<file path="src/design/sparse_set_membership_macros.svh">
// ---------------------------------------------------------------------------
// Sparse set membership assertion macros
// Shared property forms for the checks in the sparse set design.
// ---------------------------------------------------------------------------
`ifndef SPARSE_SET_MEMBERSHIP_MACROS_SVH
`define SPARSE_SET_MEMBERSHIP_MACROS_SVH

// Same-cycle implication, disabled during reset
`define SSM_ASSERT_NOW(label, clk, rst, ante, cons, msg) \
   label: assert property (@(posedge clk) disable iff (rst) (ante) |-> (cons)) \
      else $error(msg);

// Next-cycle implication, disabled during reset
`define SSM_ASSERT_NEXT(label, clk, rst, ante, cons, msg) \
   label: assert property (@(posedge clk) disable iff (rst) (ante) |=> (cons)) \
      else $error(msg);

`endif

</file>
<file path="src/design/ssm_pkg.sv">
// ---------------------------------------------------------------------------
// ssm_pkg
// Types, codes and constants of the sparse set membership block.
// ---------------------------------------------------------------------------
package ssm_pkg;

   localparam int DOMAIN_MAX = 256;
   localparam int SLOT_W     = $clog2(DOMAIN_MAX);
   localparam int COUNT_W    = 9;
   localparam int VALUE_W    = 32;
   localparam int INDEX_W    = 8;
   localparam int CSR_IDX_W  = 4;

   typedef enum logic [2:0] {
      CMD_INSERT   = 3'd0,
      CMD_REMOVE   = 3'd1,
      CMD_CONTAINS = 3'd2,
      CMD_CLEAR    = 3'd3,
      CMD_READ     = 3'd4,
      CMD_REFILL   = 3'd5
   } cmd_type;

   typedef enum logic [CSR_IDX_W-1:0] {
      REG_LOWER_BOUND = 4'd0,
      REG_DOMAIN_SIZE = 4'd1
   } csr_reg_type;

   typedef enum logic [1:0] {
      ST_IDLE,
      ST_LOOKUP,
      ST_FETCH,
      ST_COMMIT
   } state_type;

   typedef struct packed {
      logic [2:0]                cmd;
      logic signed [VALUE_W-1:0] value;
      logic [INDEX_W-1:0]        index;
   } req_type;

   typedef struct packed {
      logic                      present;
      logic signed [VALUE_W-1:0] element;
      logic [COUNT_W-1:0]        count;
      logic                      error;
   } rsp_type;

   // Control of one table: read port, write port and bulk refill
   typedef struct packed {
      logic              clear;
      logic              rd_en;
      logic [SLOT_W-1:0] rd_addr;
      logic              wr_en;
      logic [SLOT_W-1:0] wr_addr;
      logic [SLOT_W-1:0] wr_data;
   } tbl_ctl_type;

   // Domain settings and refill request from the register file
   typedef struct packed {
      logic signed [VALUE_W-1:0] lower_bound;
      logic [COUNT_W-1:0]        size;
      logic                      write_pending;
      logic                      refill;
      logic [COUNT_W-1:0]        refill_size;
   } cfg_type;

   // Clamp a raw domain size to [1, DOMAIN_MAX]
   function automatic logic [COUNT_W-1:0] eff_size(input logic [COUNT_W-1:0] raw);
      logic [COUNT_W-1:0] res;
      res = raw;
      if (raw == '0) begin
         res = COUNT_W'(1);
      end else if (raw > COUNT_W'(DOMAIN_MAX)) begin
         res = COUNT_W'(DOMAIN_MAX);
      end
      return res;
   endfunction

endpackage

</file>
<file path="src/design/ssm_table.sv">
// ---------------------------------------------------------------------------
// ssm_table
// One slot table: synchronous RAM with a registered read and a valid bit
// per entry; an entry not written since the last refill reads as its
// own address (identity permutation).
// ---------------------------------------------------------------------------
module ssm_table (
   input  logic                         clock,
   input  logic                         reset,
   input  ssm_pkg::tbl_ctl_type         ctl,
   output logic [ssm_pkg::SLOT_W-1:0]   rd_data
);
   import ssm_pkg::*;

   logic [SLOT_W-1:0]     mem_ff [DOMAIN_MAX];
   logic [DOMAIN_MAX-1:0] valid_ff;
   logic [SLOT_W-1:0]     rd_q_ff;
   logic [SLOT_W-1:0]     rd_addr_ff;
   logic                  hit_ff;

   // Write and registered read of the RAM array
   always_ff @(posedge clock) begin
      if (ctl.wr_en) begin
         mem_ff[ctl.wr_addr] <= ctl.wr_data;
      end
      if (ctl.rd_en) begin
         rd_q_ff    <= mem_ff[ctl.rd_addr];
         rd_addr_ff <= ctl.rd_addr;
         hit_ff     <= valid_ff[ctl.rd_addr];
      end
   end

   // Drop all valid bits on refill, mark entries as they are written
   always_ff @(posedge clock) begin
      if (reset) begin
         valid_ff <= '0;
      end else if (ctl.clear) begin
         valid_ff <= '0;
      end else if (ctl.wr_en) begin
         valid_ff[ctl.wr_addr] <= 1'b1;
      end
   end

   // Fall back to identity for entries not written since refill
   assign rd_data = hit_ff ? rd_q_ff : rd_addr_ff;

endmodule

</file>
<file path="config.mk">
export PLATFORM = sky130hd
export DESIGN_NAME = ssm_table
export DESIGN_NICKNAME = d
export VERILOG_FILES = /design/src/design/sparse_set_membership_macros.svh /design/src/design/ssm_pkg.sv /design/src/design/ssm_table.sv
export SDC_FILE = /design/constraint.sdc
export NUM_CORES = 2
export LEC_CHECK = 0
export BUFFER_PORTS_ARGS = -buffer_cell sky130_fd_sc_hd__buf_2
export CORE_MARGIN = 2
export CORE_UTILIZATION = 25
export DETAILED_ROUTE_END_ITERATION = 10
export HOLD_SLACK_MARGIN = 0.05
export PLACE_DENSITY_LB_ADDON = 0.1
export REMOVE_ABC_BUFFERS = 1
export SLEW_MARGIN = 20
export SYNTH_ARGS = -nofsm -noshare
export SYNTH_HDL_FRONTEND = slang
export SYNTH_SLANG_ARGS = --single-unit
</file>
<file path="constraint.sdc">
create_clock -name clock -period 4.9 [get_ports clock]
set_input_delay 0 -clock clock [delete_from_list [all_inputs] [get_ports clock]]
set_output_delay 0 -clock clock [all_outputs]
set_load 0.01 [all_outputs]
</file>
=== After elaboration in Yosys (flattened, before gate mapping) ===
Memory sizes are Yosys's and may differ from the RTL's. A register that Yosys moved wholly into a read port is not among the register bits.
Index checks and enable logic that the tools add are counted.

* Add/subtract/negate cells: 0
* $mul: 0
* Divide/modulo/power cells: 0
* Order comparisons: 3
* Eq/ne operators: 0
* Shifts and indexed selects: 0
* Mux-type cells: 7
* Bitwise logic cells: 1
* Reduce and logical (&&, ||, !) cells: 2

{| class="wikitable"
|+ Operator list
! cell !! number
|-
| bitwise OR 256 bit || 1
|-
| < comparator 8 x 9 -> 1 bit (second input constant) || 2
|-
| binary-select mux 1 bit (select 8 bit) || 1
|-
| demux 1 bit (select 8 bit) || 1
|-
| >= comparator 8 x 1 -> 1 bit (second input constant) || 1
|-
| 2-to-1 mux 8 bit || 1
|-
| 2-to-1 mux 1 bit || 4
|-
| OR reduction 2 bit || 1
|-
| logical AND 1 bit || 1
|}

* Bits in registers: 265
* Latch bits: 0
* RAM bits: 2048
* Memory bits (read-only): 0
* Input bits: 29
* Output and inout bits: 8
* Word-level logic and storage cells: 17
* Memories kept: 1

{| class="wikitable"
|+ Memory list
! memory !! depth !! bits a word !! read ports !! clocked after memory_dff !! write ports !! RTL line !! RTL
|-
| mem_ff || 256 || 8 || 1 || 1 || 1 || ssm_table.sv:15 || <nowiki>logic [SLOT_W-1:0] mem_ff [DOMAIN_MAX];</nowiki>
|}

=== Logic depth before layout (Yosys ltp) ===
* Depth after elaboration: 5
* Depth in mapped cells: 13

=== Least setup slack after synthesis ===
No wires, ideal clock.

* Kind: input -> register
* Start point: input ctl[18] (netlist bit)
* End point: register rd_q_ff[6] (read register of mem_ff), data pin
* Library setup time: 0.267 ns
* Arrival: 1.922 ns
* Data required time: 4.633 ns
* Slack: 2.712 ns
* Stages on the path: 9
* Buffers on the path: 4
* Cell sequence: buf_2 > buf_2 > buf_2 > clkbuf_1 > mux4_2 > a221oi_1 > o22ai_1 > a211oi_1 > nor4b_2

{| class="wikitable"
|+ RTL lines
! element !! RTL line !! RTL
|-
| start: declaration || ssm_table.sv:10 || <nowiki>input ssm_pkg::tbl_ctl_type ctl,</nowiki>
|-
| end: declaration || ssm_table.sv:17 || <nowiki>logic [SLOT_W-1:0] rd_q_ff;</nowiki>
|}

==> flow_metrics.py <==
metrics = {
    "setup_path": {
        "crit_path_end_kind": "flop",
        "crit_path_top_delay_cell": "a2111oi_0",
        "reg2regPathDepth": 7,
        "path_cells": "dlygate4sd3_1 > buf_8 > buf_4 > mux4_2 > a22o_1 > a2111oi_0 > a21boi_0 > nor4_1 > buf_4 > nor4_1",
        "cpPeakStageDelay_ns": 0.92,
        "r2r_end": "rd_q_ff[5]",
        "r2r_slack_ns": 1.21,
        "worstPathArrival_ns": 4.53,
        "worstPathRequired_ns": 5.47,
        "cp_max_fo": 29,
        "critPathLaunch": "ctl[17]",
        "start_kind": "primary input",
        "worstSetupPathType": "in2reg",
        "r2r_start": "mem_ff[190][5]",
    },
    "drt": {
        "drt_pass1_iterations": 5,
        "vias": 45800,
        "route.detailed.drc": 0,
        "drtIter0Drc": 4171,
        "via_per_inst": 4.58,
        "post_drt_wl_per_cell_um": 29.0,
        "antenna_left": 0,
        "wl_mm": 290,
    },
    "timing": {
        "finalSetupViolations": 0,
        "fin_setup_tns_ns": 0,
        "tightestPinTransition_ns": 1.20,
        "fin_crit_sh_pct": 80.8,
        "slew_violations": 0,
        "period_minus_slack_ns": 3.96,
        "hold_violations": 0,
        "rsz0062_at_grt": "false",
        "whs_ns": 0.130,
        "fin_skew_ns": 0.0493,
        "fmax_mhz": 253,
        "timing.slew.headroom_pct": 19.4,
    },
    "layout": {
        "fill_cells": 34900,
        "regArea_um2": 67100,
        "drive_above_1_share_pct": 24.8,
        "syn2layout_area_growth_pct": 18.1,
        "multi_input_area_um2": 20800,
        "layout.nets": 5046,
    },
    "logic_synthesis": {
        "avgSynthCellArea_um2": 19.1,
        "synth_area_um2": 89400,
        "netlist_top_cells_count": "2,065 x edfxtp_1, 740 x nor2_1, 520 x mux4_2, 256 x dfxtp_1, 190 x mux2i_1",
        "yosysWarnings": 0,
        "synth_edf_count": 2065,
        "ys_ff_latch": 2321,
        "synthesis.instances": 4691,
        "synth_top_area_share_pct": 69.3,
        "synth.most_common_cell": "edfxtp_1",
        "synth_area_leaders": "edfxtp_1 69%, mux4_2 13%, dfxtp_1 5.7%",
        "async_reset_ff_share_pct": 0,
        "synth_largest_area_cell": "edfxtp_1",
        "ys.flop_type": "edfxtp_1",
        "synth_cell_types": 58,
        "seq_area_frac_synth_pct": 75.1,
    },
    "pwr": {
        "power_density_nw_per_um2": 415,
        "leakage_nw": 32.9,
        "peakVddDrop_mv": 0.223,
    },
    "min_path": {
        "min_path_type": "in2reg",
        "worstHoldStart": "ctl[12]",
        "hold_end": "mem_ff[119][2]",
        "min_path_cells": 4,
    },
    "cts": {
        "clk_path_buf_depth": 4,
        "clkTransAtPathRegs_ns": 0.06,
        "cts_resized": 0,
        "numCtsBuffers": 279,
        "cts_root_buffer": "clkbuf_16",
        "cts_sinks": 2321,
        "tritoncts": "done",
        "cts.htree.levels": 5,
        "postCtsSetupBuffers": 0,
        "clkLatencyLatePin_ns": 0.89,
    },
    "global_route": {
        "grt_max_degree": 157,
        "track_usage_pct": 15.7,
        "antenna_found_initial": 27,
        "grt_first_pass_wirelength_mm": 400,
        "grt_pass1_vias": 47000,
        "grt_overflow": 0,
    },
    "place": {
        "place.gp.congestion": 0.751,
        "dpl.hpwl_mm": 176,
        "portBuffers": 36,
    },
    "floorplanning": {
        "start_util_pct": 25.1,
        "fp.dieW_um": 602,
        "die_area_um2": 363000,
        "num_rows": 219,
        "io_pins": 37,
        "core_area_um2": 356000,
        "die_h_um": 602,
    },
    "outcome": {
        "status": "complete, no violations",
    },
    "job": {
        "cap_violations": 0,
    },
}
[placed cells by master, fill, tap and decap left out, types with 10 or more instances in the layout]
cell type / n
mux2i_1: 190
o21ai_0: 23
dfxtp_1: 256
nor2b_1: 19
mux4_2: 520
nor4_1: 11
dlygate4sd3_1: 24
a22o_1: 20
a211oi_1: 15
nand3_1: 35
clkbuf_1: 92
buf_8: 10
o221ai_1: 40
a21oi_1: 68
mux2_2: 13
nor3_1: 18
a221oi_1: 25
buf_2: 23
clkinv_1: 37
o21ba_2: 29
buf_4: 242
o22ai_1: 52
nand2_1: 68
clkbuf_16: 286
a22oi_1: 81
edfxtp_1: 2065
bufinv_16: 13
clkinv_2: 36
a311oi_1: 13
buf_12: 28
nor2_2: 20
clkbuf_8: 23
nor2_1: 718
[logic make-up (layout without fill, tap and decap cells)]
logic type      after synthesis  after routing  synth area share [%]
flops                      2321           2321                  75.1
simple gates                954            954                  4.37
mux                         723            723                  15.4
compound gates              404            404                  3.32
buf+inv                     289            840                  1.86
other cells                   0              7                     0
[sequential cells by signal, indices dropped and copies added (netlist names)]
register,count
hit_ff,1
valid_ff,256
rd_q_ff,8
rd_addr_ff,8
mem_ff,2048
[what timing repair did]
action                                  4_1_cts  5_1_grt
endpoints found under the setup margin        0        0
hold buffers                                 24        0
hold endpoints to repair                   1386        0
[metal layers]
| layer | GRT usage, % | vias to the layer above | wire length [um] |
|---|---|---|---|
| li1 | - | 19600 | - |
| met1 | 21.8 | 24700 | 131000 |
| met2 | 25.6 | 1078 | 138000 |
| met3 | 2.46 | 363 | 13000 |
| met4 | 3.97 | 6 | 7050 |
| met5 | 0 | - | 47 |
[how the worst max path moves through the flow]
stage	endpoint	slack [ns]	cells after the start
after floorplan	valid_ff[111]	2.28	2
after global placement	rd_q_ff[5]	0.49	9
after detailed placement	rd_q_ff[5]	0.45	9
after CTS	rd_q_ff[5]	0.80	10
after global routing	rd_q_ff[5]	0.84	10
final	rd_q_ff[2]	0.94	10
[critical path: cells and delay by family]
kind / cells / cell delay, ns
muxes: 1 / 0.60
and+or+nand+nor: 2 / 0.52
AOI/OAI and AO/OA: 3 / 1.53
buffers and inverters: 4 / 1.81
[final cells by class]
class | instances | area share (%)
tap | 4751 | 5.63
clock buffer | 401 | 7.40
inverter | 5 | 0.0190
antenna | 7 | 0.0166
timing repair buffer | 329 | 2.75
multi-input combinational | 2081 | 19.7
sequential | 2321 | 63.6
clock inverter | 105 | 0.902
[power breakdown]
part	internal (W)	total, W	switching (W)
clock	0.0118	0.0201	0.00828
combinational	0.000688	0.00217	0.00148
sequential	0.0216	0.0216	0.0000186
[stage by stage]
| stage | total power (W) | util (%) | instances | worst slack (ns) | instance area, um2 |
|---|---|---|---|---|---|
| floorplan | 0.0228 | - | 4407 | 2.28 | 87800 |
| global placement | 0.0242 | 27.1 | 9462 | 0.491 | 96500 |
| detailed placement | 0.0242 | 27.1 | 9462 | 0.447 | 96500 |
| CTS | 0.0446 | 29.7 | 9992 | 0.799 | 106000 |
| global route | 0.0453 | 29.7 | 9996 | 0.837 | 106000 |
| finish | 0.0439 | 29.7 | 10000 | 0.943 | 106000 |
Note: power is estimated with default switching activity, not from simulation.
