## src/design/sparse_set_membership_macros.svh

```systemverilog
// ---------------------------------------------------------------------------
// Sparse set membership assertion macros
// Shared property forms for the checks in the sparse set design.
// ---------------------------------------------------------------------------
`ifndef SPARSE_SET_MEMBERSHIP_MACROS_SVH
`define SPARSE_SET_MEMBERSHIP_MACROS_SVH

// Same-cycle implication, disabled during reset
`define SSM_ASSERT_NOW(label, clk, rst, ante, cons, msg) \
   label: assert property (@(posedge clk) disable iff (rst) (ante) |-> (cons)) \
      else $error(msg);

// Next-cycle implication, disabled during reset
`define SSM_ASSERT_NEXT(label, clk, rst, ante, cons, msg) \
   label: assert property (@(posedge clk) disable iff (rst) (ante) |=> (cons)) \
      else $error(msg);

`endif

```

## src/design/ssm_pkg.sv

```systemverilog
// ---------------------------------------------------------------------------
// ssm_pkg
// Types, codes and constants of the sparse set membership block.
// ---------------------------------------------------------------------------
package ssm_pkg;

   localparam int DOMAIN_MAX = 256;
   localparam int SLOT_W     = $clog2(DOMAIN_MAX);
   localparam int COUNT_W    = 9;
   localparam int VALUE_W    = 32;
   localparam int INDEX_W    = 8;
   localparam int CSR_IDX_W  = 4;

   typedef enum logic [2:0] {
      CMD_INSERT   = 3'd0,
      CMD_REMOVE   = 3'd1,
      CMD_CONTAINS = 3'd2,
      CMD_CLEAR    = 3'd3,
      CMD_READ     = 3'd4,
      CMD_REFILL   = 3'd5
   } cmd_type;

   typedef enum logic [CSR_IDX_W-1:0] {
      REG_LOWER_BOUND = 4'd0,
      REG_DOMAIN_SIZE = 4'd1
   } csr_reg_type;

   typedef enum logic [1:0] {
      ST_IDLE,
      ST_LOOKUP,
      ST_FETCH,
      ST_COMMIT
   } state_type;

   typedef struct packed {
      logic [2:0]                cmd;
      logic signed [VALUE_W-1:0] value;
      logic [INDEX_W-1:0]        index;
   } req_type;

   typedef struct packed {
      logic                      present;
      logic signed [VALUE_W-1:0] element;
      logic [COUNT_W-1:0]        count;
      logic                      error;
   } rsp_type;

   // Control of one table: read port, write port and bulk refill
   typedef struct packed {
      logic              clear;
      logic              rd_en;
      logic [SLOT_W-1:0] rd_addr;
      logic              wr_en;
      logic [SLOT_W-1:0] wr_addr;
      logic [SLOT_W-1:0] wr_data;
   } tbl_ctl_type;

   // Domain settings and refill request from the register file
   typedef struct packed {
      logic signed [VALUE_W-1:0] lower_bound;
      logic [COUNT_W-1:0]        size;
      logic                      write_pending;
      logic                      refill;
      logic [COUNT_W-1:0]        refill_size;
   } cfg_type;

   // Clamp a raw domain size to [1, DOMAIN_MAX]
   function automatic logic [COUNT_W-1:0] eff_size(input logic [COUNT_W-1:0] raw);
      logic [COUNT_W-1:0] res;
      res = raw;
      if (raw == '0) begin
         res = COUNT_W'(1);
      end else if (raw > COUNT_W'(DOMAIN_MAX)) begin
         res = COUNT_W'(DOMAIN_MAX);
      end
      return res;
   endfunction

endpackage

```

## src/design/ssm_ctrl.sv

```systemverilog
// ---------------------------------------------------------------------------
// ssm_ctrl
// Command sequencer: looks up the position map, swaps slot pairs through
// the dense store and position map tables, keeps the member count and
// holds the result item in an output register.
// ---------------------------------------------------------------------------
`include "sparse_set_membership_macros.svh"

module ssm_ctrl (
   input  logic                          clock,
   input  logic                          reset,
   input  ssm_pkg::cfg_type              cfg,
   input  logic                          req_valid,
   output logic                          req_ready,
   input  ssm_pkg::req_type              req_data,
   output logic                          rsp_valid,
   input  logic                          rsp_ready,
   output ssm_pkg::rsp_type              rsp_data,
   output logic                          idle,
   output ssm_pkg::tbl_ctl_type          dense_ctl,
   input  logic [ssm_pkg::SLOT_W-1:0]    dense_rd,
   output ssm_pkg::tbl_ctl_type          pmap_ctl,
   input  logic [ssm_pkg::SLOT_W-1:0]    pmap_rd
);
   import ssm_pkg::*;

   state_type          state_ff, state_in;
   logic [COUNT_W-1:0] count_ff, count_in;
   logic [COUNT_W-1:0] pend_ff, pend_in;
   logic [2:0]         cmd_ff, cmd_in;
   logic [SLOT_W-1:0]  off_ff, off_in;
   logic               in_dom_ff, in_dom_in;
   logic [INDEX_W-1:0] index_ff, index_in;
   logic [SLOT_W-1:0]  slot_ff, slot_in;
   logic [SLOT_W-1:0]  base_ff, base_in;
   logic               rsp_valid_ff, rsp_valid_in;
   rsp_type            rsp_data_ff, rsp_data_in;

   logic               accept;
   logic               out_free;
   logic signed [VALUE_W:0] diff;
   logic               member;
   logic               swap;
   logic [SLOT_W-1:0]  swap_base;
   logic [COUNT_W-1:0] count_new;
   logic               clear_tables;
   rsp_type            result;

   assign req_ready = (state_ff == ST_IDLE) && !cfg.write_pending;
   assign accept    = req_valid && req_ready;
   assign out_free  = !rsp_valid_ff || rsp_ready;
   assign idle      = (state_ff == ST_IDLE);
   assign rsp_valid = rsp_valid_ff;
   assign rsp_data  = rsp_data_ff;

   // Offset of the request value from the lower bound
   assign diff = {req_data.value[VALUE_W-1], req_data.value}
               - {cfg.lower_bound[VALUE_W-1], cfg.lower_bound};

   // Membership of the looked-up slot
   assign member = {1'b0, pmap_rd} < count_ff;

   // Registers
   always_ff @(posedge clock) begin
      if (reset) begin
         state_ff     <= ST_IDLE;
         count_ff     <= COUNT_W'(DOMAIN_MAX);
         rsp_valid_ff <= 1'b0;
      end else begin
         state_ff     <= state_in;
         count_ff     <= count_in;
         rsp_valid_ff <= rsp_valid_in;
      end
   end

   always_ff @(posedge clock) begin
      pend_ff     <= pend_in;
      cmd_ff      <= cmd_in;
      off_ff      <= off_in;
      in_dom_ff   <= in_dom_in;
      index_ff    <= index_in;
      slot_ff     <= slot_in;
      base_ff     <= base_in;
      rsp_data_ff <= rsp_data_in;
   end

   // Decode the held command against the looked-up slot
   always_comb begin
      result       = '0;
      result.count = count_ff;
      swap         = 1'b0;
      swap_base    = count_ff[SLOT_W-1:0];
      count_new    = count_ff;
      clear_tables = 1'b0;
      unique case (cmd_type'(cmd_ff))
         CMD_INSERT: begin
            if (!in_dom_ff) begin
               result.error = 1'b1;
            end else if (!member && (count_ff < COUNT_W'(DOMAIN_MAX))) begin
               swap      = 1'b1;
               swap_base = count_ff[SLOT_W-1:0];
               count_new = count_ff + COUNT_W'(1);
            end
         end
         CMD_REMOVE: begin
            if (!in_dom_ff) begin
               result.error = 1'b1;
            end else if (member) begin
               swap      = 1'b1;
               count_new = count_ff - COUNT_W'(1);
               swap_base = count_new[SLOT_W-1:0];
            end
         end
         CMD_CONTAINS: begin
            if (!in_dom_ff) begin
               result.error = 1'b1;
            end else begin
               result.present = member;
            end
         end
         CMD_CLEAR: begin
            count_new = '0;
         end
         CMD_READ: begin
            if ({1'b0, index_ff} >= count_ff) begin
               result.error = 1'b1;
            end else begin
               result.element = cfg.lower_bound + VALUE_W'(dense_rd);
            end
         end
         CMD_REFILL: begin
            count_new    = cfg.size;
            clear_tables = 1'b1;
         end
         default: begin
            result.error = 1'b1;
         end
      endcase
      result.count = count_new;
   end

   // Next state, table accesses and result register
   always_comb begin
      state_in     = state_ff;
      count_in     = count_ff;
      pend_in      = pend_ff;
      cmd_in       = cmd_ff;
      off_in       = off_ff;
      in_dom_in    = in_dom_ff;
      index_in     = index_ff;
      slot_in      = slot_ff;
      base_in      = base_ff;
      rsp_data_in  = rsp_data_ff;
      rsp_valid_in = rsp_valid_ff && !rsp_ready;
      dense_ctl    = '0;
      pmap_ctl     = '0;

      unique case (state_ff)
         ST_IDLE: begin
            // Take an item, issue map and dense reads
            if (accept) begin
               cmd_in           = req_data.cmd;
               in_dom_in        = !diff[VALUE_W]
                                && (diff[VALUE_W-1:0] < VALUE_W'(cfg.size));
               off_in           = diff[SLOT_W-1:0];
               index_in         = req_data.index;
               pmap_ctl.rd_en   = 1'b1;
               pmap_ctl.rd_addr = diff[SLOT_W-1:0];
               dense_ctl.rd_en  = 1'b1;
               dense_ctl.rd_addr = req_data.index[SLOT_W-1:0];
               state_in         = ST_LOOKUP;
            end
         end
         ST_LOOKUP: begin
            // Start a swap, or finish the item here
            if (swap) begin
               dense_ctl.rd_en   = 1'b1;
               dense_ctl.rd_addr = swap_base;
               slot_in           = pmap_rd;
               base_in           = swap_base;
               pend_in           = count_new;
               state_in          = ST_FETCH;
            end else if (out_free) begin
               rsp_data_in     = result;
               rsp_valid_in    = 1'b1;
               count_in        = count_new;
               dense_ctl.clear = clear_tables;
               pmap_ctl.clear  = clear_tables;
               state_in        = ST_IDLE;
            end
         end
         ST_FETCH: begin
            // Move the boundary entry into the value's slot
            dense_ctl.wr_en   = 1'b1;
            dense_ctl.wr_addr = slot_ff;
            dense_ctl.wr_data = dense_rd;
            pmap_ctl.wr_en    = 1'b1;
            pmap_ctl.wr_addr  = dense_rd;
            pmap_ctl.wr_data  = slot_ff;
            state_in          = ST_COMMIT;
         end
         ST_COMMIT: begin
            // Place the value at the boundary slot; repeats while stalled
            dense_ctl.wr_en   = 1'b1;
            dense_ctl.wr_addr = base_ff;
            dense_ctl.wr_data = off_ff;
            pmap_ctl.wr_en    = 1'b1;
            pmap_ctl.wr_addr  = off_ff;
            pmap_ctl.wr_data  = base_ff;
            if (out_free) begin
               rsp_data_in       = '0;
               rsp_data_in.count = pend_ff;
               rsp_valid_in      = 1'b1;
               count_in          = pend_ff;
               state_in          = ST_IDLE;
            end
         end
         default: begin
            state_in = ST_IDLE;
         end
      endcase

      // Register write refills the set
      if (cfg.refill) begin
         count_in        = cfg.refill_size;
         dense_ctl.clear = 1'b1;
         pmap_ctl.clear  = 1'b1;
      end
   end

   `SSM_ASSERT_NOW(a_count_bound, clock, reset, 1'b1, count_ff <= COUNT_W'(DOMAIN_MAX), "member count above domain")
   `SSM_ASSERT_NEXT(a_accept_lookup, clock, reset, accept, state_ff == ST_LOOKUP, "accepted item skipped lookup")
   `SSM_ASSERT_NEXT(a_fetch_commit, clock, reset, state_ff == ST_FETCH, state_ff == ST_COMMIT && dense_ctl.wr_en && pmap_ctl.wr_en, "swap did not complete")
   `SSM_ASSERT_NEXT(a_refill_count, clock, reset, cfg.refill, count_ff == $past(cfg.refill_size), "refill lost member count")

endmodule

```

## config.mk

```make
export PLATFORM = sky130hd
export DESIGN_NAME = ssm_ctrl
export DESIGN_NICKNAME = d
export VERILOG_FILES = /design/src/design/ssm_pkg.sv /design/src/design/ssm_ctrl.sv
export VERILOG_INCLUDE_DIRS = /design/src /design/src/design
export SDC_FILE = /design/constraint.sdc
export NUM_CORES = 1
export LEC_CHECK = 0
export BUFFER_PORTS_ARGS = -buffer_cell sky130_fd_sc_hd__buf_2
export CAP_MARGIN = 10
export CORE_UTILIZATION = 35
export DETAILED_ROUTE_END_ITERATION = 8
export PLACE_DENSITY = 0.59
export SYNTH_ARGS = -nofsm -noshare
export SYNTH_HDL_FRONTEND = slang
export SYNTH_SLANG_ARGS = --single-unit
```

## constraint.sdc

```tcl
create_clock -name clock -period 9.3 [get_ports clock]
set_clock_uncertainty 0.1 [all_clocks]
set_input_delay 0.93 -clock clock [delete_from_list [all_inputs] [get_ports clock]]
set_output_delay 0.93 -clock clock [all_outputs]
set_load 0.02 [all_outputs]
```

# [Word-level counts from Yosys, hierarchy flattened]
# Cells that the tools add are included.
[totals] ff_bits=100 output_inout_bits=100 wordCells=106
[classes] n_addsub=4 order_cmp=4 n_eq_ne=15 mux=48 n_reduce_logical=21
[op_table] op="43-bit two-way mux" n=3
[op_table] op="9-bit two-way mux" n=12
[op_table] op="43-bit case mux with 2 select lines" n=1
[op_table] op="17-bit case mux with 2 select lines" n=2
[op_table] op="32-bit two-way mux" n=2
[op_table] op="9-bit case mux with 2 select lines" n=2
[op_table] op="9-bit case mux with 4 select lines" n=1
[op_table] op="32-bit by 32-bit subtractor with 33-bit output" n=1
[op_table] op="32-bit by 8-bit adder with 32-bit output" n=1
[op_table] op="32-bit by 9-bit < comparator with 1-bit output" n=1
[op_table] op="8-bit two-way mux" n=3
[op_table] op="1-bit two-way mux" n=15
[op_table] op="9-bit by 1-bit adder with 9-bit output, second input constant" n=1
[op_table] op="8-bit by 9-bit >= comparator with 1-bit output" n=1
[op_table] op="8-bit by 9-bit < comparator with 1-bit output" n=1
[op_table] op="9-bit < comparator, second input constant" n=1
[op_table] op="3-bit inequality test, second input constant" n=3
[op_table] op="9-bit by 1-bit subtractor with 9-bit output, second input constant" n=1
[op_table] op="2-bit case mux with 4 select lines" n=1
[op_table] op="4-bit AND reduction" n=2
[op_table] op="3-bit by 2-bit equality test with 1-bit output, second input constant" n=2
[op_table] op="3-bit equality test, second input constant" n=2
[op_table] op="2-bit two-way mux" n=3
[op_table] op="2-bit inequality test, second input constant" n=3
[op_table] op="16 further kinds" n=27

# [Logic depth before layout (Yosys ltp)]
# Gate-level depths: netlist (run 1).
[logic_depth] word_depth=10 depth_mapped=19 mapped_depth_nobuf=19

# [Worst setup path after synthesis (run 1)]
# OpenSTA, ideal clock, no wires.
[synth_path] kind="input port to output port" from="in pmap_rd[1] (netlist bit)" to="out dense_ctl[18] (netlist bit)" arrival_ps=3548 required_time_ps=8270 slack_ps=4722 cell_stages=10 path_buffers=0 cell_sequence="ha_1 a21o_1 a21o_1 a211oi_4 nor3_1 a21oi_2 nor2_1 nand2_1 clkinv_1 a22o_1"
[synth_rtl] item="from (decl)" line="ssm_ctrl.sv:23" source="input logic [ssm_pkg::SLOT_W-1:0] pmap_rd"
[synth_rtl] item="to (decl)" line="ssm_ctrl.sv:20" source="output ssm_pkg::tbl_ctl_type dense_ctl,"

==> impl_results.md, run 1 <==
- RSZ-0062 raised after global routing: no
- Fin crit period: 5.11 ns
- Die height: 155 um
- Worst-case headroom to the max-slew limit: 0.230
- Syn_nets: 1105
- Status: finished, final reports clean
- Max-slew violation count: 0
- Fraction of layout cells with a size suffix above 1: 0.231
- Met1 GRT Util: 0.329
- WL/cell: 18.6 um
- I/O Buffers: 214
- Die footprint: 23900 sq um
- Max Cap Violations: 0
- Avg Synthesized Cell Area: 8.84 sq um
- Post-cts repair resize count: 0
- Unique masters post-synth: 81
- Root Driver: clkbuf_16
- Drt via density: 5.33
- Num Clock Sinks: 100
- Worst r2r dst: count_ff[5]
- R2r setup slk: 5.16 ns
- Ys Warns: 0
- I/O pins: 215
- Number of enable flip-flop cells after synthesis: 88
- CTS H-tree lvls: 3
- Initial antenna violation count: 5
- Routability Congestion: 0.909
- Hold Vio Cnt, Final: 0
- Final period utilization: 0.549
- WHS Endpoint: rsp_valid
- Worst Hold Depth: 2
- Worst EP required: 8.27 ns
- Via Count: 7575
- Max IR drop VDD: 0.0712 mV
- Leak: 4.21 nW
- #FFs+latches synth: 100
- Final WL: 26500 um
- R2r startpoint: count_ff[6]
- CTS tree: built
- Gr busiest metal: met1
- Endpoints failing setup: 0
- CP arrival: 4.08 ns
- Synth Flop Type: edfxtp_1
- Die X: 155 um
- Setup Buffers After CTS: 0
- Residual DRC count: 0
- # rows: 55
- Cell family with most CP delay: compound AO/OA/AOI/OAI gates
- Slew @ Worst Pin: 1.16 ns
- CP Max Fanout: 33
- Syn Inst Count: 923
- CP cell instances: inv_1 -> ha_1 -> a21oi_1 -> o22ai_1 -> a211oi_4 -> o21a_1 -> a21oi_2 -> nor2_1 -> nand2_1 -> clkinv_1 -> buf_4 -> a22o_1 -> buf_2
- Final instance area: 9710 sq um
- Layout Nets: 1282
- Grt ovf: 0
- Half-perimeter wire length after placement: 21400 um
- Met3 Use GR: 0.0426
- First-iteration detailed-routing DRC count: 695
- Initial Utilization: 0.358
- All-layer global routing usage: 0.222
- Vias in the first global route: 7052
- Buffers & Inverters on Critical Path: 4
- Power Total: 0.00133 W
- Worst Setup End Kind: primary output
- CTS Buf Count: 9
- Core area: 22800 sq um
- Max frequency: 0.196 GHz
- Syn Std Cell Area: 8160 sq um
- DP Area: 9380 sq um
- Worst Hold Class: reg -> reg
- First-pass GRT wire length: 40600 um
- Met2 Usage GRT: 0.325
- Drt pass-1 iters: 5
- Largest net degree at the start of global routing: 46
- PwrDens: 137 nW/um^2
- Hold_buf cts: 0
- Synthesis-to-layout area growth: 19.0%
- Final core occ: 0.426
- Clock latency on the worst-skew pair: 0.37 ns
- CTS max path bufs: 2
- Startpoint Class: register
- Fin Setup TNS: 0 ns
- Worst path max stage delay: 0.64 ns
- Seq/Total Area, Yosys: 0.353
- Crit Path Class: reg -> out
- Worst r2r path cells: 14
- Reg clk slew, reported paths: 0.10 ns
- Max stage delay cell, worst path: a211oi_4
- Antenna-violating nets left: 0
- HP Start: rsp_valid
- Ys async rst share: 0
cells in the mapped netlist (23+ instances only):
master | n | area (sq um)
edfxtp_1 | 88 | 2640
ha_1 | 65 | 813
nor3_1 | 31 | 155
o21ai_0 | 26 | 130
nor2b_1 | 28 | 175
xnor2_1 | 49 | 429
a21oi_1 | 55 | 275
clkbuf_1 | 26 | 97.6
nand2_1 | 70 | 263
nor2_1 | 97 | 364
nand3_1 | 23 | 115
inv_1 | 78 | 293
area by class of cell:
class                           count  area [sq um]
Fill cell                        2273         13100
Timing Repair Buffer              221          1120
Clock buffer                        9           225
Tap cell                          313           392
Sequential cell                   100          2880
Antenna cell                        4          10.0
Inverter                           83           312
Multi-Input combinational cell    685          4670
Clock inverter                      7          93.8
sequential cells by signal, summed over array words and instances (netlist names):
| signal | cells |
|---|---|
| index_ff | 8 |
| in_dom_ff | 1 |
| slot_ff | 8 |
| state_ff | 2 |
| rsp_data | 43 |
| count_ff | 9 |
| rsp_valid | 1 |
| base_ff | 8 |
| pend_ff | 9 |
| cmd_ff | 3 |
| off_ff | 8 |
power breakdown:
group / internal, W / total [W] / leakage, nW / switching [W]
combinational: 0.000149 / 0.000388 / 3.14 / 0.000240
clock: 0.000197 / 0.000407 / 0.154 / 0.000209
sequential: 0.000514 / 0.000533 / 0.918 / 0.0000189
cell usage in the layout (no fill, tap or decap), drive strengths merged, types with 5 or more instances in the layout:
| cell type | n |
|---|---|
| a31oi | 6 |
| o31ai | 6 |
| o21ai | 34 |
| nor2b | 28 |
| a211o | 7 |
| nand4 | 13 |
| nand2 | 70 |
| nand3 | 23 |
| o211ai | 7 |
| xnor2 | 49 |
| nor2 | 97 |
| or3 | 7 |
| nor4 | 13 |
| dfxtp | 12 |
| and3 | 9 |
| a22o | 10 |
| a211oi | 5 |
| clkbuf | 9 |
| o21bai | 8 |
| o22ai | 6 |
| ha | 65 |
| nor3 | 31 |
| and2 | 9 |
| mux2i | 20 |
| nand2b | 12 |
| edfxtp | 88 |
| a21oi | 56 |
| inv | 86 |
| o21a | 10 |
| o2111ai | 6 |
| a21o | 17 |
| buf | 221 |
routing by layer:
metal | vias to the layer above | wire length (um)
met5 | - | 13
met4 | 2 | 350
met3 | 23 | 1900
met2 | 310 | 11400
met1 | 3559 | 12800
li1 | 3681 | -
worst max-delay path by stage:
stage / slack (ns) / start / depth (start not counted) / endpoint
5_1_grt: 3.82 / count_ff[6] / 13 / dense_ctl[24]
3_3_place_gp: 4.35 / pmap_rd[1] / 13 / dense_ctl[18]
2_1_floorplan: 4.72 / pmap_rd[1] / 10 / dense_ctl[18]
6_report: 4.19 / count_ff[6] / 13 / dense_ctl[24]
3_5_place_dp: 4.13 / cfg[20] / 19 / in_dom_ff
4_1_cts: 4.21 / count_ff[6] / 13 / dense_ctl[24]
through the flow:
stage / instances / hold WS [ns] / worst slack (ns)
6_report: 1422 / 0.428 / 4.19
5_1_grt: 1422 / 0.450 / 3.82
4_1_cts: 1418 / 0.427 / 4.21
3_5_place_dp: 1402 / 0.411 / 4.13
3_3_place_gp: 1402 / 0.410 / 4.35
2_1_floorplan: 923 / 0.411 / 4.72
logic make-up (layout without fill, tap and decap cells):
logic type | after synthesis | after routing | synth area share
simple gates | 331 | 331 | 0.200
compound gates | 216 | 216 | 0.188
buf+inv | 138 | 320 | 0.0745
flops | 100 | 100 | 0.353
fa+ha+maj | 67 | 67 | 0.105
xor+xnor | 50 | 50 | 0.0537
mux | 21 | 21 | 0.0259
other cells | 0 | 4 | 0
worst min-delay path, delay by kind of cell (launching register included):
family	cells	cell delay, ns
AO/OA/AOI/OAI	1	0.07
AND/OR/NAND/NOR	1	0.10
flip-flops	1	0.31
Note: power is estimated with default switching activity, not from simulation.
==> run 2, diff against run 1 <==
- ABC_AREA: default -> 1
- PLACE_DENSITY: 0.59 -> 0.58
- clock period: 9.3 -> 4.9 ns (I/O delays scaled with it)
==> run 2 against run 1 <==
Against the previous run:
- final cell count increased by 31%
- die area increased by 10%
- worst hold slack got worse by 0.22 ns
- synthesized cell count increased by 44%
- synthesized area increased by 10%
- total power increased by 94%
- first-iteration DRC count increased by 6.5%
- clock power increased by 87%
- combinational power increased by 110%
- setup slack got worse by 3.4 ns
- critical path depth increased by 3
- via count increased by 22%
==> impl_results.md, run 2 <==
- DP Area: 10300 sq um (+9.9%)
- Fraction of layout cells with a size suffix above 1: 0.177 (-0.0542)
- Core area: 25200 sq um (+11%)
- Final WL: 30900 um (+17%)
- Antenna-violating nets left: 0 (unchanged)
- WHS Endpoint: cmd_ff[0]
- Worst Setup End Kind: primary output
- WL/cell: 16.6 um (-11%)
- Setup Buffers After CTS: 0 (unchanged)
- Grt ovf: 0 (unchanged)
- Synthesis-to-layout area growth: 18.3%
- All-layer global routing usage: 0.235 (+0.0136)
- Fin crit period: 4.13 ns
- I/O Buffers: 214 (unchanged)
- # rows: 58 (+5.5%)
- R2r setup slk: 1.42 ns (-3.74 ns)
- Drt pass-1 iters: 5 (unchanged)
- Worst Hold Class: in -> reg
- Unique masters post-synth: 47 (-42%)
- Final instance area: 10600 sq um (+9.5%)
- Initial Utilization: 0.357 (-0.00136)
- Layout Nets: 1706 (+33%)
- Num Clock Sinks: 100 (unchanged)
- Max IR drop VDD: 0.154 mV (+120%)
- Reg clk slew, reported paths: 0.08 ns (-0.02 ns)
- Endpoints failing setup: 0 (unchanged)
- Startpoint Class: register
- CTS max path bufs: 2 (unchanged)
- RSZ-0062 raised after global routing: no
- Worst r2r dst: pend_ff[8]
- Max-slew violation count: 0 (unchanged)
- Status: finished, final reports clean
- Syn Inst Count: 1331 (+44%)
- Ys async rst share: 0 (unchanged)
- Final period utilization: 0.842
- CTS H-tree lvls: 3 (unchanged)
- Largest net degree at the start of global routing: 45 (-2.2%)
- Die height: 162 um (+4.9%)
- Hold_buf cts: 0 (unchanged)
- CTS tree: built
- Max frequency: 0.242 GHz
- Seq/Total Area, Yosys: 0.321 (-0.0325)
- First-pass GRT wire length: 47100 um (+16%)
- CP Max Fanout: 22 (-33%)
- Most common cell after layout, fill and taps aside: nand2_1
- Leak: 5.61 nW (+33%)
- Max reg flops: 43 (unchanged)
- Most common cell in the netlist: nand2_1
- Root Driver: clkbuf_16
- Clock latency on the worst-skew pair: 0.36 ns (about the same)
- Fin Setup TNS: 0 ns (unchanged)
- Worst-case headroom to the max-slew limit: 0.336 (+0.106)
- CTS Buf Count: 9 (unchanged)
- Synth cell count leaders: nand2_1, inv_1, nand3_1, nor2_1, edfxtp_1
- Synth Flop Type: edfxtp_1
- Die X: 162 um (+4.9%)
- Synth area leaders: edfxtp_1, nand2_1, ha_1, inv_1, nand3_1
- Filler cells: 2695 (+19%)
- Avg Synthesized Cell Area: 6.75 sq um (-24%)
- Yosys top cell area share: 0.294 (-0.0298)
- R2r startpoint: count_ff[3]
- #FFs+latches synth: 100 (unchanged)
- Worst EP required: 4.31 ns (-3.96 ns)
- Residual DRC count: 0 (unchanged)
- Die footprint: 26300 sq um (+10%)
- Worst r2r path cells: 14 (unchanged)
- HP Start: req_data[40]
- CP arrival: 3.54 ns (-0.54 ns)
- Post-synth top area cell: edfxtp_1
- Number of enable flip-flop cells after synthesis: 88 (unchanged)
- Initial antenna violation count: 4 (-1)
- Worst Hold Depth: 1 (-1)
- Ys Warns: 0 (unchanged)
- Via Count: 9231 (+22%)
- Max Cap Violations: 0 (unchanged)
- First-iteration detailed-routing DRC count: 740 (+6.5%)
- Most frequent cells in the layout: nand2_1, buf_2, inv_1
- Routability Congestion: 0.962 (+5.8%)
- Crit Path Class: reg -> out
- Post-cts repair resize count: 0 (unchanged)
- Vias in the first global route: 8599 (+22%)
- Hold Vio Cnt, Final: 0 (unchanged)
- Power Total: 0.00258 W (+94%)
- Syn Std Cell Area: 8990 sq um (+10%)
- Syn_nets: 1513 (+37%)
- Drt via density: 4.95 (-7.0%)
- Half-perimeter wire length after placement: 25900 um (+21%)
- I/O pins: 215 (unchanged)
- PwrDens: 243 nW/um^2 (+77%)
- Slew @ Worst Pin: 0.990 ns (-0.165 ns)
-- run 2: area by class of cell --
| cell class | count | area [sq um] | share of cell area |
|---|---|---|---|
| diodes | 4 | 10.0 | 0.000942 |
| clock buffers | 9 | 225 | 0.0212 |
| clock inverters | 7 | 90.1 | 0.00847 |
| inverters | 216 | 813 | 0.0765 |
| multi-input cells | 976 | 5070 | 0.477 |
| flip-flops and latches | 100 | 2880 | 0.271 |
| well taps | 330 | 413 | 0.0388 |
| repair buffers | 221 | 1120 | 0.106 |
-- run 2: worst max-delay path by stage --
stage | startpoint | end | slack, ns
3_3_place_gp | count_ff[4] | dense_ctl[22] | 1.23
5_1_grt | count_ff[3] | dense_ctl[22] | 0.41
3_5_place_dp | count_ff[4] | dense_ctl[22] | 1.19
2_1_floorplan | count_ff[4] | dense_ctl[22] | 1.57
4_1_cts | count_ff[3] | dense_ctl[22] | 0.76
6_report | count_ff[3] | dense_ctl[22] | 0.77
-- run 2: layer usage --
layer | GRT usage | vias up | share of wire
met2 | 0.402 | 278 | 0.48
li1 | - | 4688 | -
met3 | 0.0253 | 41 | 0.050
met4 | 0.0793 | 0 | 0.023
met1 | 0.307 | 4224 | 0.45
met5 | 0 | - | 0
-- run 2: worst max-delay path, stage by stage, from the launching register on --
cell	delay [ns]
dfxtp_1	0.49
clkinv_1	0.32
ha_1	0.36
nand2_1	0.07
inv_1	0.04
nand2_1	0.05
nand2_1	0.05
nand2_1	0.15
nand3_4	0.25
nor2_8	0.21
nand2_2	0.08
o21ai_4	0.11
inv_2	0.06
nor2_4	0.50
inv_2	0.09
o21ai_1	0.14
buf_2	0.17
-- run 2: where the power goes --
group          switching, W  internal, W
Sequential        0.0000280     0.000977
Clock              0.000351     0.000411
Combinational      0.000543     0.000269
Total              0.000922      0.00166
-- run 2: cell families after synthesis --
group,count (synthesis),synth area share
compound gates,135,0.0845
flops,100,0.321
xor+xnor,23,0.0224
fa+ha+maj,67,0.0949
buf+inv,255,0.115
simple gates,751,0.363
-- run 2: metrics by stage --
| step | instances | setup WS (ns) | util | hold WS (ns) |
|---|---|---|---|---|
| detailed placement | 1843 | 1.19 | 0.409 | 0.440 |
| finish | 1863 | 0.774 | 0.422 | 0.207 |
| floorplan | 1331 | 1.57 | - | 0.393 |
| CTS | 1859 | 0.759 | 0.422 | 0.187 |
| global placement | 1843 | 1.23 | 0.409 | 0.433 |
| global route | 1863 | 0.411 | 0.422 | 0.197 |
